**config.mk**
```make
export PLATFORM = sky130hd
export DESIGN_NAME = wcs_sdiv
export DESIGN_NICKNAME = d
export VERILOG_FILES = /design/src/rtl/wcs_pkg.sv /design/src/rtl/wcs_sdiv.sv
export SDC_FILE = /design/constraint.sdc
export NUM_CORES = 2
export LEC_CHECK = 0
export ABC_AREA = 1
export BUFFER_PORTS_ARGS = -buffer_cell sky130_fd_sc_hd__buf_2
export CAP_MARGIN = 10
export CORE_ASPECT_RATIO = 0.8
export CORE_UTILIZATION = 60
export DETAILED_ROUTE_END_ITERATION = 10
export HOLD_SLACK_MARGIN = 0.15
export PLACE_DENSITY_LB_ADDON = 0.3
export SYNTH_ARGS = -nofsm -noshare
export SYNTH_HDL_FRONTEND = slang
export SYNTH_SLANG_ARGS = --single-unit
```
**constraint.sdc**
```tcl
create_clock -name clk -period 11.1 [get_ports clk]
set_input_delay 1.11 -clock clk [delete_from_list [all_inputs] [get_ports clk]]
set_output_delay 1.11 -clock clk [all_outputs]
set_load 0.005 [all_outputs]
```
**src/rtl/wcs_pkg.sv**
```systemverilog
package wcs_pkg;

  // Fixed field widths.
  localparam int COORD_BITS = 12;
  localparam int FRAC_BITS  = 16;
  localparam int PERP_BITS  = 24;
  localparam int WX_BITS    = 16;
  localparam int H_BITS     = 16;
  localparam int TEX_BITS   = COORD_BITS + 1;
  localparam int TPOS_BITS  = COORD_BITS + FRAC_BITS;
  localparam int DIFF_BITS  = H_BITS + 1;
  localparam int ROW_BITS   = H_BITS + 2;
  localparam int CFG_BITS   = 13;

  // Divider pipelines: quotient bits resolved per register stage.
  localparam int STEPS_PER_STAGE = 4;
  localparam int HDIV_STEPS      = FRAC_BITS;
  localparam int HDIV_STAGES     = (HDIV_STEPS + STEPS_PER_STAGE - 1) / STEPS_PER_STAGE;
  localparam int SDIV_STEPS      = TPOS_BITS + 1;
  localparam int SDIV_STAGES     = (SDIV_STEPS + STEPS_PER_STAGE - 1) / STEPS_PER_STAGE;

  localparam logic [H_BITS-1:0]    LINE_H_MAX = {H_BITS{1'b1}};
  localparam logic [TPOS_BITS-1:0] TPOS_MAX   = {TPOS_BITS{1'b1}};
  localparam logic [COORD_BITS-1:0] COORD_MAX = {COORD_BITS{1'b1}};
  localparam logic [TEX_BITS-1:0]  TEX_MAX    = TEX_BITS'(1) << COORD_BITS;

  typedef enum logic [2:0] {
    CFG_SCREEN_HEIGHT = 3'd0,
    CFG_VIEW_OFFSET   = 3'd1,
    CFG_TEX_WIDTH     = 3'd2,
    CFG_TEX_HEIGHT    = 3'd3
  } cfg_idx_t;

  typedef enum logic [1:0] {
    FACE_SOUTH = 2'd0,
    FACE_NORTH = 2'd1,
    FACE_WEST  = 2'd2,
    FACE_EAST  = 2'd3
  } face_t;

  localparam logic [1:0] DIR_NEG = 2'd0;

  // Fields that ride along the pipeline untouched after the first stage.
  typedef struct packed {
    logic [COORD_BITS-1:0] column;
    face_t                 face;
    logic [COORD_BITS-1:0] tex_col;
  } side_t;

  // Span results carried through the step divider.
  typedef struct packed {
    side_t                 side;
    logic [COORD_BITS-1:0] row_start;
    logic [COORD_BITS-1:0] row_end;
    logic [DIFF_BITS-1:0]  diff;
    logic                  h_zero;
  } span_t;

  // Clamp a texture size register to 1..2^COORD_BITS.
  function automatic logic [TEX_BITS-1:0] tex_size(input logic [TEX_BITS-1:0] v);
    logic [TEX_BITS-1:0] r;
    r = v;
    if (v == '0) r = TEX_BITS'(1);
    else if (v > TEX_MAX) r = TEX_MAX;
    return r;
  endfunction

endpackage

```
**src/rtl/wcs_sdiv.sv**
```systemverilog
module wcs_sdiv (
  input  logic                            clk,
  input  logic                            rst_n,
  input  logic                            en,
  input  logic                            in_valid,
  input  wcs_pkg::span_t                  in_span,
  input  logic [wcs_pkg::H_BITS-1:0]      in_h,
  input  logic [wcs_pkg::TEX_BITS-1:0]    tex_h,
  output logic                            out_valid,
  output wcs_pkg::span_t                  out_span,
  output logic [wcs_pkg::TPOS_BITS-1:0]   out_step
);

  localparam int N  = wcs_pkg::SDIV_STAGES;
  localparam int HB = wcs_pkg::H_BITS;
  localparam int QB = wcs_pkg::SDIV_STEPS;

  logic [QB-1:0] dvd;

  logic           v_r    [N];
  wcs_pkg::span_t span_r [N];
  logic [HB-1:0]  h_r    [N];
  logic [HB-1:0]  rem_r  [N];
  logic [QB-1:0]  q_r    [N];

  // Dividend is the texture height in fixed point.
  assign dvd = {tex_h, {wcs_pkg::FRAC_BITS{1'b0}}};

  for (genvar g = 0; g < N; g++) begin : g_stage
    logic           v_in;
    wcs_pkg::span_t span_in;
    logic [HB-1:0]  h_in;
    logic [HB-1:0]  rem_in;
    logic [QB-1:0]  q_in;
    logic [HB-1:0]  rem_nxt;
    logic [QB-1:0]  q_nxt;

    if (g == 0) begin : g_first
      assign v_in    = in_valid;
      assign span_in = in_span;
      assign h_in    = in_h;
      assign rem_in  = '0;
      assign q_in    = '0;
    end else begin : g_next
      assign v_in    = v_r[g-1];
      assign span_in = span_r[g-1];
      assign h_in    = h_r[g-1];
      assign rem_in  = rem_r[g-1];
      assign q_in    = q_r[g-1];
    end

    // Restoring division, dividend bits fed in from the top.
    always_comb begin
      logic [HB:0] t;
      int          idx;
      rem_nxt = rem_in;
      q_nxt   = q_in;
      for (int k = 0; k < wcs_pkg::STEPS_PER_STAGE; k++) begin
        idx = QB - 1 - (g * wcs_pkg::STEPS_PER_STAGE + k);
        if (idx >= 0) begin
          t = {rem_nxt, dvd[idx]};
          if (t >= {1'b0, h_in}) begin
            rem_nxt = HB'(t - {1'b0, h_in});
            q_nxt   = {q_nxt[QB-2:0], 1'b1};
          end else begin
            rem_nxt = t[HB-1:0];
            q_nxt   = {q_nxt[QB-2:0], 1'b0};
          end
        end
      end
    end

    always_ff @(posedge clk) begin
      if (!rst_n) begin
        v_r[g] <= 1'b0;
      end else if (en) begin
        v_r[g] <= v_in;
      end
    end

    always_ff @(posedge clk) begin
      if (en) begin
        span_r[g] <= span_in;
        h_r[g]    <= h_in;
        rem_r[g]  <= rem_nxt;
        q_r[g]    <= q_nxt;
      end
    end
  end

  assign out_valid = v_r[N-1];
  assign out_span  = span_r[N-1];

  // Zero height gives a zero step; an overflowing quotient saturates.
  always_comb begin
    if (span_r[N-1].h_zero) out_step = '0;
    else if (q_r[N-1][QB-1]) out_step = wcs_pkg::TPOS_MAX;
    else out_step = q_r[N-1][wcs_pkg::TPOS_BITS-1:0];
  end

endmodule

```
==> reports/results.txt <==
First-pass GRT wire length: 203000 µm
Routed length per instance: 18.1 µm
Antenna violations before repair: 2
Skew final: 50.8 ps
Crit path buf inv count: 3
Compound-gate portion of the synthesized area: 9.19%
CP max FO: 23
Fin util: 66.5%
Total Wirelength: 131000 µm
Core area: 89800 µm²
Drt drc: 0
Fraction of layout cells with a size suffix above 1: 8.76%
Most common cell on crit path: nand2_1
Slowest cell on crit path: a21boi_2
Clock Tree Root: clkbuf_16
Post-synth EDFFs: 916
Setup bufs post-CTS: 0
Fin crit share: 85.8%
XOR/XNOR Fraction of Synth Area: 5.21%
Critical path endpoint category: register
First-pass iteration count of the detailed router: 8
Hold Vio Cnt, Final: 0
Chip height: 272 µm
CTS tree: built
Reg clk slew, reported paths: 60 ps
Cell family with most CP delay: simple AND/OR/NAND/NOR gates
Synth Warn #: 0
Post-route ant nets: 0
CP required: 11630 ps
R2R Setup Slk: 1570 ps
Synth Area per Inst: 9.51 µm²
CTS buffer count: 87
DR iter-0 viols: 3963
Syn_nets: 6301
Die Wd: 339 µm
Fmax: 105 MHz
Register area share after synthesis: 50.4%
RSZ-0062 raised after global routing: false
Hold Buf Count CTS: 0
Primary FF master, synth: edfxtp_1
Post-synth cell types: 65
Worst-Margin Slew: 1050 ps
Most frequent cells in the layout: 1585 x nand2_1, 916 x edfxtp_1, 547 x inv_1, 438 x ha_1, 427 x a21oi_1
Fin worst setup slack: 1570 ps
Ys async rst share: 0%
Cell area after synthesis: 54700 µm²
#FFs+latches synth: 917
DP Worst Slack: 1460 ps
Count of final setup violators: 0
Worst Hold Class: reg -> reg
Pins Over Slew Limit: 0
Synth-to-layout area growth: 9.17%
Largest net degree at the start of global routing: 172
GRT overflow: 0
Multiplexer area fraction after synthesis: 0%
Via Count: 40633
Clock Latency Late Sink: 670 ps
Avg Vias per Cell: 5.62
Arrival time worst endpoint: 10060 ps
Outcome: completed
Synth Area in Adders: 10.6%
H-tree depth: 3
CTS max path bufs: 3
Post-CTS sizing: 0
Nature of the critical path startpoint: register
Post-layout min period: 9530 ps
I/O pin count: 198
Final setup TNS: 0 ps
IO buf count: 197
Post-DP HPWL: 98300 µm
Nets: 6518
Simple-Gate Fraction of Synth Area: 19.6%
# Max-Cap Violations: 0
Initial Util: 60.9%
WS Path Type: reg -> reg
Main combinational cell family by area after synthesis: simple AND/OR/NAND/NOR gates
Slew HR: 29.7%
Die area: 92300 µm²
Most common cell after layout, fill and taps aside: nand2_1
Tot GR Track Use: 27.8%
Row cnt: 98
# clock sinks: 917
Vias in the first global route: 37574
Critical Path Max Stage Delay: 640 ps
GP Congestion: 0.945
Synth Instances: 5746
-- cell type report --
class                      instances  area (µm²)
clock buffer                     103        2260
tap                             1200        1500
clock inverter                    52         709
timing repair buffer             206        1110
multi-input combinational       4175       24400
antenna                            1        2.50
inverter                         576        2170
sequential                       917       27500
fill                            7149       30100
-- cells in the mapped netlist (all sizes together) (24+ instances only) --
| cell | instances | share of area [%] |
|---|---|---|
| nand2 | 1628 | 11 |
| edfxtp | 916 | 50 |
| a31oi | 25 | 0.30 |
| xor2 | 168 | 2.7 |
| buf | 68 | 0.98 |
| nand3b | 30 | 0.43 |
| ha | 438 | 10 |
| nor2 | 373 | 2.8 |
| o21ai | 313 | 3.0 |
| a21oi | 435 | 4.1 |
| or2 | 27 | 0.31 |
| inv | 574 | 4.0 |
| nand4 | 51 | 0.63 |
| xnor2 | 157 | 2.5 |
| nand3 | 316 | 3.2 |
| nor3 | 41 | 0.41 |
| a21boi | 24 | 0.34 |
-- logic make-up (layout without fill, tap and decap cells) --
logic type,count (synthesis),after routing
AO/OA/AOI/OAI,900,900
XOR/XNOR,325,325
other,0,1
AND/OR/NAND/NOR,2496,2496
flip-flops,917,917
buffers and inverters,654,937
adder cells (fa/ha/maj),454,454
-- worst register-to-register path, delay by kind of cell (launching register included) --
family / cells / cell delay [ps]
buffers and inverters: 3 / 660
adder cells (fa/ha/maj): 4 / 1470
AND/OR/NAND/NOR: 24 / 4020
flip-flops: 1 / 420
AO/OA/AOI/OAI: 11 / 2820
-- stage by stage --
step | hold slack (ps) | cell area (µm²) | std cells
after floorplan | 400 | 54700 | 5746
after global placement | 400 | 56700 | 7074
after detailed placement | 405 | 56700 | 7074
after CTS | 370 | 59700 | 7229
after global routing | 381 | 59700 | 7229
final | 375 | 59700 | 7230
-- routing by layer --
layer / up-vias / GRT usage (%) / routed length (µm)
li1: 20199 / - / -
met1: 18790 / 40.9 / 60300
met2: 1440 / 43.8 / 58400
met3: 202 / 3.85 / 9100
met4: 2 / 6.72 / 2840
met5: - / 0 / 13
-- registers in the layout (all words and copies together), names as in the netlist --
| name | flops |
|---|---|
| span_r | 544 |
| q_r | 141 |
| h_r | 112 |
| rem_r | 112 |
| v_r | 8 |
-- path summary, 6_finish.rpt --
check / from / end / cells after the start
worst max-delay path: h_r[4][8]$_DFFE_PP_ / rem_r[5][2]$_DFFE_PP_ / 42
worst min-delay path: span_r[1][201]$_DFFE_PP_ / span_r[1][269]$_DFFE_PP_ / 0
worst max register to register: h_r[4][8]$_DFFE_PP_ / rem_r[5][2]$_DFFE_PP_ / 42
worst min register to register: span_r[1][201]$_DFFE_PP_ / span_r[1][269]$_DFFE_PP_ / 0
Power is not shown: default switching activity piles up to over one toggle a cycle in this logic, so the estimate is an artifact.
