**src/rtl/wcs_pkg.sv**
```systemverilog
package wcs_pkg;

  // Fixed field widths.
  localparam int COORD_BITS = 12;
  localparam int FRAC_BITS  = 16;
  localparam int PERP_BITS  = 24;
  localparam int WX_BITS    = 16;
  localparam int H_BITS     = 16;
  localparam int TEX_BITS   = COORD_BITS + 1;
  localparam int TPOS_BITS  = COORD_BITS + FRAC_BITS;
  localparam int DIFF_BITS  = H_BITS + 1;
  localparam int ROW_BITS   = H_BITS + 2;
  localparam int CFG_BITS   = 13;

  // Divider pipelines: quotient bits resolved per register stage.
  localparam int STEPS_PER_STAGE = 4;
  localparam int HDIV_STEPS      = FRAC_BITS;
  localparam int HDIV_STAGES     = (HDIV_STEPS + STEPS_PER_STAGE - 1) / STEPS_PER_STAGE;
  localparam int SDIV_STEPS      = TPOS_BITS + 1;
  localparam int SDIV_STAGES     = (SDIV_STEPS + STEPS_PER_STAGE - 1) / STEPS_PER_STAGE;

  localparam logic [H_BITS-1:0]    LINE_H_MAX = {H_BITS{1'b1}};
  localparam logic [TPOS_BITS-1:0] TPOS_MAX   = {TPOS_BITS{1'b1}};
  localparam logic [COORD_BITS-1:0] COORD_MAX = {COORD_BITS{1'b1}};
  localparam logic [TEX_BITS-1:0]  TEX_MAX    = TEX_BITS'(1) << COORD_BITS;

  typedef enum logic [2:0] {
    CFG_SCREEN_HEIGHT = 3'd0,
    CFG_VIEW_OFFSET   = 3'd1,
    CFG_TEX_WIDTH     = 3'd2,
    CFG_TEX_HEIGHT    = 3'd3
  } cfg_idx_t;

  typedef enum logic [1:0] {
    FACE_SOUTH = 2'd0,
    FACE_NORTH = 2'd1,
    FACE_WEST  = 2'd2,
    FACE_EAST  = 2'd3
  } face_t;

  localparam logic [1:0] DIR_NEG = 2'd0;

  // Fields that ride along the pipeline untouched after the first stage.
  typedef struct packed {
    logic [COORD_BITS-1:0] column;
    face_t                 face;
    logic [COORD_BITS-1:0] tex_col;
  } side_t;

  // Span results carried through the step divider.
  typedef struct packed {
    side_t                 side;
    logic [COORD_BITS-1:0] row_start;
    logic [COORD_BITS-1:0] row_end;
    logic [DIFF_BITS-1:0]  diff;
    logic                  h_zero;
  } span_t;

  // Clamp a texture size register to 1..2^COORD_BITS.
  function automatic logic [TEX_BITS-1:0] tex_size(input logic [TEX_BITS-1:0] v);
    logic [TEX_BITS-1:0] r;
    r = v;
    if (v == '0) r = TEX_BITS'(1);
    else if (v > TEX_MAX) r = TEX_MAX;
    return r;
  endfunction

endpackage

```
**src/rtl/wcs_hdiv.sv**
```systemverilog
module wcs_hdiv (
  input  logic                            clk,
  input  logic                            rst_n,
  input  logic                            en,
  input  logic                            in_valid,
  input  wcs_pkg::side_t                  in_side,
  input  logic [wcs_pkg::PERP_BITS-1:0]   in_perp,
  input  logic                            in_sat,
  input  logic [wcs_pkg::COORD_BITS-1:0]  scr_h,
  output logic                            out_valid,
  output wcs_pkg::side_t                  out_side,
  output logic [wcs_pkg::H_BITS-1:0]      out_h
);

  localparam int N  = wcs_pkg::HDIV_STAGES;
  localparam int PB = wcs_pkg::PERP_BITS;
  localparam int HB = wcs_pkg::H_BITS;

  logic                 v_r    [N];
  wcs_pkg::side_t       side_r [N];
  logic [PB-1:0]        perp_r [N];
  logic                 sat_r  [N];
  logic [PB-1:0]        rem_r  [N];
  logic [HB-1:0]        q_r    [N];

  for (genvar g = 0; g < N; g++) begin : g_stage
    logic                 v_in;
    wcs_pkg::side_t       side_in;
    logic [PB-1:0]        perp_in;
    logic                 sat_in;
    logic [PB-1:0]        rem_in;
    logic [HB-1:0]        q_in;
    logic [PB-1:0]        rem_nxt;
    logic [HB-1:0]        q_nxt;

    if (g == 0) begin : g_first
      // Not saturated means screen_height < perp, so the upper quotient
      // bits are zero and the remainder starts as the height itself.
      assign v_in    = in_valid;
      assign side_in = in_side;
      assign perp_in = in_perp;
      assign sat_in  = in_sat;
      assign rem_in  = PB'(scr_h);
      assign q_in    = '0;
    end else begin : g_next
      assign v_in    = v_r[g-1];
      assign side_in = side_r[g-1];
      assign perp_in = perp_r[g-1];
      assign sat_in  = sat_r[g-1];
      assign rem_in  = rem_r[g-1];
      assign q_in    = q_r[g-1];
    end

    // Restoring division, a few quotient bits per stage.
    always_comb begin
      logic [PB:0] t;
      rem_nxt = rem_in;
      q_nxt   = q_in;
      for (int k = 0; k < wcs_pkg::STEPS_PER_STAGE; k++) begin
        if (g * wcs_pkg::STEPS_PER_STAGE + k < wcs_pkg::HDIV_STEPS) begin
          t = {rem_nxt, 1'b0};
          if (t >= {1'b0, perp_in}) begin
            rem_nxt = PB'(t - {1'b0, perp_in});
            q_nxt   = {q_nxt[HB-2:0], 1'b1};
          end else begin
            rem_nxt = t[PB-1:0];
            q_nxt   = {q_nxt[HB-2:0], 1'b0};
          end
        end
      end
    end

    always_ff @(posedge clk) begin
      if (!rst_n) begin
        v_r[g] <= 1'b0;
      end else if (en) begin
        v_r[g] <= v_in;
      end
    end

    always_ff @(posedge clk) begin
      if (en) begin
        side_r[g] <= side_in;
        perp_r[g] <= perp_in;
        sat_r[g]  <= sat_in;
        rem_r[g]  <= rem_nxt;
        q_r[g]    <= q_nxt;
      end
    end
  end

  assign out_valid = v_r[N-1];
  assign out_side  = side_r[N-1];
  assign out_h     = sat_r[N-1] ? wcs_pkg::LINE_H_MAX : q_r[N-1];

endmodule

```
**config.mk**
```make
export PLATFORM = sky130hd
export DESIGN_NAME = wcs_hdiv
export DESIGN_NICKNAME = d
export VERILOG_FILES = /design/src/rtl/wcs_pkg.sv /design/src/rtl/wcs_hdiv.sv
export SDC_FILE = /design/constraint.sdc
export NUM_CORES = 1
export LEC_CHECK = 0
export BUFFER_PORTS_ARGS = -buffer_cell sky130_fd_sc_hd__buf_4
export CAP_MARGIN = 20
export CORE_AREA = 2 2 241 243
export DETAILED_ROUTE_END_ITERATION = 8
export DIE_AREA = 0 0 243 245
export HOLD_SLACK_MARGIN = 0.15
export PLACE_DENSITY = 0.72
export SYNTH_ARGS = -nofsm -noshare
export SYNTH_HDL_FRONTEND = slang
export SYNTH_SLANG_ARGS = --single-unit
```
**constraint.sdc**
```tcl
create_clock -name clk -period 12.8 [get_ports clk]
set_input_delay 1.28 -clock clk [delete_from_list [all_inputs] [get_ports clk]]
set_output_delay 1.28 -clock clk [all_outputs]
set_load 0.005 [all_outputs]
```
==> reports/qor.txt, run 1 <==
Antenna Nets Post-Route - 0
HP Class - flip-flop to flip-flop
wire per inst - 19.04 um
Root Driver - clkbuf_16
Post-Route Utilization - 56.77%
initial antenna violation count - 0
CTS Sinks - 296
Slowest Stage Delay on Critical Path - 0.57 ns
Final #Nets - 3775
DIE WIDTH - 243 um
fmax - 0.08268 GHz
DR iter-0 viols - 2087
#FFs+latches synth - 296
worst reg2reg startpoint - perp_r[0][14]
Syn Area/Cell - 9.128 sq um
Max-cap violations - 0
Skew-Pair Late Insertion Delay - 0.56 ns
vias post-DR - 24760
CP max stage cell - or4b_1
syn_nets - 3658
max-slew violation count - 0
global-route wire length before repair - 122.5 mm
Hold Crit Start - q_r[2][2]
worst setup path class - flip-flop to flip-flop
status - completed
Port-buffer cells - 109
Max Root-Sink Buffers - 3
most common cell after layout, fill and taps aside - ha_1
crit path time final - 12.09 ns
post-DP HPWL - 63.09 mm
number of fillers in the final layout - 5260
fin area - 32380 sq um
share of the yosys chip area belonging to registers - 30.15%
Critical Path End - rem_r[1][10]
final cell count without fillers - 4132
hold violation count in the final report - 0
WP data arrival - 12.39 ns
skew final - 0.02262 ns
Post-synth EDFFs - 295
CP Launch Type - flip-flop
commonest cells after routing, fill and taps aside - 361 x ha_1, 318 x a21oi_1, 295 x edfxtp_1
Clock transition at path regs - 0.07 ns
Distinct cells, synth - 85
Max-slew headroom - 39.19%
Placer Congestion - 0.9527
CP endpoint kind - flip-flop
FFs w/ async S/R, synth - 0%
total track usage - 25.63%
Worst Tran Pin Value - 0.9099 ns
Die Y - 245 um
DIE AREA - 59540 sq um
vias per cell - 5.991
largest net degree at the start of global routing - 109
starting density of the core - 51.63%
vias in the first global route - 23170
sequential cell area - 8879 sq um
CP required - 13.09 ns
register-to-register setup slack - 0.71 ns
Core Rows - 88
H-tree levels - 2
CTS buffer count - 35
grt ovf - 0
worst-path fanout max - 31
fin crit share - 94.49%
cell count after synthesis - 3226
Setup crit start - perp_r[0][14]
Synth-to-Final Area Change - 9.955%
Core ar. - 57030 sq um
residual DRC count - 0
final wirelength - 78.69 mm
worst r2r dst - rem_r[1][10]
Placed Cells - 4069
layout cell share with drive strength beyond 1 - 12.92%
Most used DFF post-synth - edfxtp_1
final setup TNS - 0 ns
Worst R2R Path Depth - 44
RSZ-0062 raised after global routing - no
mapped cell area - 29450 sq um
Setup violations, final - 0
placed cell area - 31240 sq um
multi-input logic area - 19650 sq um
IO Pins - 110
1st-pass router iterations - 5
YS warnings - 0
CTS tree - yes
==> worst max-delay path: cells and delay by family, from the launching register on <==
kind / cells / cell delay (ns)
DFF: 1 / 0.42
AOI/OAI and AO/OA: 26 / 6.33
muxes: 3 / 1.02
adders and majority gates: 4 / 1.32
buffers and inverters: 4 / 1.06
and+or+nand+nor: 7 / 1.67
==> logic make-up after synthesis <==
group / share of synthesized area, %
xor gates and xnor gates: 8.387
AOI/OAI and AO/OA: 22.14
buffers and inverters: 3.267
DFF: 30.15
and+or+nand+nor: 13.97
muxes: 6.479
adders and majority gates: 15.61
==> metrics by stage <==
step	setup slack, ns	hold slack (ns)
2_1_floorplan	1.323	0.4003
3_3_place_gp	0.3070	0.4002
3_5_place_dp	0.08777	0.4045
4_1_cts	0.01967	0.3977
5_1_grt	0.07272	0.4060
6_report	0.7054	0.3959
==> routing by layer <==
| layer | up-vias | routed length [um] | global-route usage (%) |
|---|---|---|---|
| li1 | 12320 | - | - |
| met1 | 11610 | 34340 | 33.86 |
| met2 | 679 | 37730 | 44.03 |
| met3 | 146 | 4147 | 2.515 |
| met4 | 0 | 2472 | 8.607 |
| met5 | - | 0 | 0 |
==> cell type report <==
cell class,instances,area share (%)
Multi-Input combinational cell,2680,60.69
Clock inverter,18,0.5680
Tap cell,765,2.956
Clock buffer,42,2.817
Sequential cell,296,27.42
Antenna cell,1,0.007728
Timing Repair Buffer,142,3.308
Inverter,188,2.230
==> state kept, by name (all words and copies together), names as in the netlist <==
register  cells
v_r           4
perp_r       72
side_r      104
q_r          40
rem_r        72
sat_r         4
==> synth_stat cells (23+ instances only) <==
master / count / area [sq um]
nor2b_1: 41 / 256.5
a21o_1: 142 / 1066
nor3_1: 51 / 255.2
xnor2_1: 186 / 1629
nor2_1: 252 / 945.9
a211oi_1: 23 / 172.7
edfxtp_1: 295 / 8859
o21ai_0: 188 / 940.9
clkbuf_1: 37 / 138.9
o21bai_1: 36 / 270.3
xor2_1: 96 / 840.8
inv_1: 185 / 694.4
nand3_1: 56 / 280.3
ha_1: 361 / 4517
o21a_1: 65 / 488.0
a31oi_1: 36 / 225.2
mux2_2: 157 / 1768
and3_1: 30 / 187.7
a21oi_1: 318 / 1592
nand2b_1: 46 / 287.8
nand2_1: 214 / 803.3
nand4_1: 50 / 312.8
or2_2: 39 / 244.0
==> worst min-delay path by stage <==
stage / endpoint / cells after the start
CTS: q_r[3][6] / 0
finish: q_r[3][6] / 0
global placement: side_r[2][10] / 0
floorplan: q_r[1][4] / 0
detailed placement: side_r[1][15] / 0
global route: q_r[3][6] / 0
==> what timing repair did <==
item | CTS | global route
setup endpoints to repair | 0 | 25
gates resized for setup | 0 | 10
buffers inserted | 0 | 1
hold buffers | 0 | 0
Power of run 1 is left out: the tool's default activity adds up to more than one toggle a clock period on the data nets, which glitch-free logic cannot reach.
==> run 2: changes to the inputs <==
CORE_AREA = 2 2 259 261   (was 2 2 241 243)
CTS_BUF_LIST = sky130_fd_sc_hd__clkbuf_4   (was unset)
DIE_AREA = 0 0 261 263   (was 0 0 243 245)
HOLD_SLACK_MARGIN = 0.06   (was 0.15)
PLACE_DENSITY = 0.64   (was 0.72)
==> run 2 against run 1 <==
Die area grew 15%; non-clock buffer count grew 10; clock skew grew 0.067 ns; via count grew 0.75%; sequential cell count is the same; critical path depth grew 1; fmax shrank 0.41%; final cell count grew 4.8%; final area grew 0.66%; sequential share of layout area shrank 0.18 points; global-route usage shrank 2.6 points; critical path type unchanged.
==> reports/qor.txt, run 2 (synthesized netlist as in run 1, its figures left out) <==
status - completed
number of fillers in the final layout - 6320
CP Launch Type - flip-flop
layout cell share with drive strength beyond 1 - 15.10%
CP required - 13.30 ns
IO Pins - 110
Setup violations, final - 0
fin crit share - 94.88%
DIE AREA - 68640 sq um
wire per inst - 18.58 um
final setup TNS - 0 ns
Antenna Nets Post-Route - 0
starting density of the core - 44.87%
1st-pass router iterations - 5
total track usage - 23.00%
Slowest Stage Delay on Critical Path - 0.56 ns
post-DP HPWL - 65.00 mm
Placer Congestion - 0.9457
worst-path fanout max - 31
Port-buffer cells - 109
CP max stage cell - or4b_1
pre-CTS WS - 0.2091 ns
Max Root-Sink Buffers - 3
DIE WIDTH - 261 um
multi-input logic area - 19670 sq um
Skew-Pair Late Insertion Delay - 0.84 ns
worst reg2reg startpoint - perp_r[0][8]
initial antenna violation count - 3
commonest cells after routing, fill and taps aside - 361 x ha_1, 317 x a21oi_1, 295 x edfxtp_1
CTS tree - yes
# hold bufs at CTS - 0
most used cell, CP - ha_1
grt ovf - 0
Die Y - 263 um
vias in the first global route - 23490
DR iter-0 viols - 1802
CTS buffer count - 84
residual DRC count - 0
final wirelength - 80.44 mm
fmax - 0.08234 GHz
setup ws final - 0.6555 ns
hold slack final - 0.4051 ns
skew final - 0.08940 ns
Top reg by flops - side_r
H-tree levels - 3
Top Registers - side_r x104, perp_r x72, rem_r x72
crit path time final - 12.14 ns
max FFs per register - 104
Synth-to-Final Area Change - 10.68%
worst setup path class - flip-flop to flip-flop
Root Driver - clkbuf_4
global-route wire length before repair - 125.5 mm
Top delay family on crit path - compound AO/OA/AOI/OAI gates
CTS Sinks - 296
sequential cell area - 8879 sq um
Hold Crit Start - side_r[1][23]
Clock transition at path regs - 0.07 ns
Post-Route Utilization - 49.66%
Max-slew headroom - 27.35%
largest net degree at the start of global routing - 180
CP endpoint kind - flip-flop
most common cell after layout, fill and taps aside - ha_1
Setup crit start - perp_r[0][8]
vias per cell - 5.761
Core Rows - 94
vias post-DR - 24940
Max-cap violations - 0
HP Class - flip-flop to flip-flop
WP data arrival - 12.64 ns
hold violation count in the final report - 0
max-slew violation count - 0
Core ar. - 65630 sq um
Final #Nets - 3834
Worst Tran Pin Value - 1.090 ns
CP bufs+invs - 5
[run 2: cell count changes in the layout (fill, tap and decap cells not counted), sizes merged]
cell / delta
clkinvlp: -3
inv: +6
clkinv: +16
diode: +1
clkbuf: +68
buf: +10
[run 2: worst paths after layout]
path	to	slack, ns	depth (start not counted)
max	rem_r[1][13]	0.66	45
min reg2reg	side_r[2][23]	0.41	0
min	side_r[2][23]	0.41	0
max reg2reg	rem_r[1][13]	0.66	45
[run 2: metrics by stage]
step	area (sq um)	std cells
after global placement	31400	4172
after floorplan	29450	3226
final	32590	4329
after CTS	32480	4319
after global routing	32590	4329
after detailed placement	31400	4172
[run 2: final cells by class]
cell class / instances / area share [%]
Multi-Input combinational cell: 2680 / 60.36
Sequential cell: 296 / 27.24
Timing Repair Buffer: 152 / 3.574
Tap cell: 864 / 3.317
Clock buffer: 110 / 2.534
Inverter: 188 / 2.181
Clock inverter: 37 / 0.7831
Antenna cell: 2 / 0.01536
[run 2: worst reg2reg max path, delay by kind of cell (launching register included)]
kind	cells	cell delay, ns
AO/OA/AOI/OAI	21	5.25
adder cells (fa/ha/maj)	4	1.53
buffers and inverters	5	1.16
flip-flops	1	0.49
multiplexers	1	0.33
AND/OR/NAND/NOR	14	3.09
[run 2: per-layer routing]
metal	part of all wire (%)	track usage, %	vias up	routed length [um]
li1	-	-	12480	-
met1	45	30.94	11780	36460
met2	48	38.74	566	38520
met3	4.5	2.889	114	3632
met4	2.3	6.296	0	1821
met5	0	0	-	0
[run 2: what timing repair did]
| action | CTS | global route |
|---|---|---|
| endpoints found under the setup margin | 0 | 34 |
| gates resized for setup | 0 | 12 |
| setup buffers | 0 | 8 |
Power of run 2 is left out for the same reason.
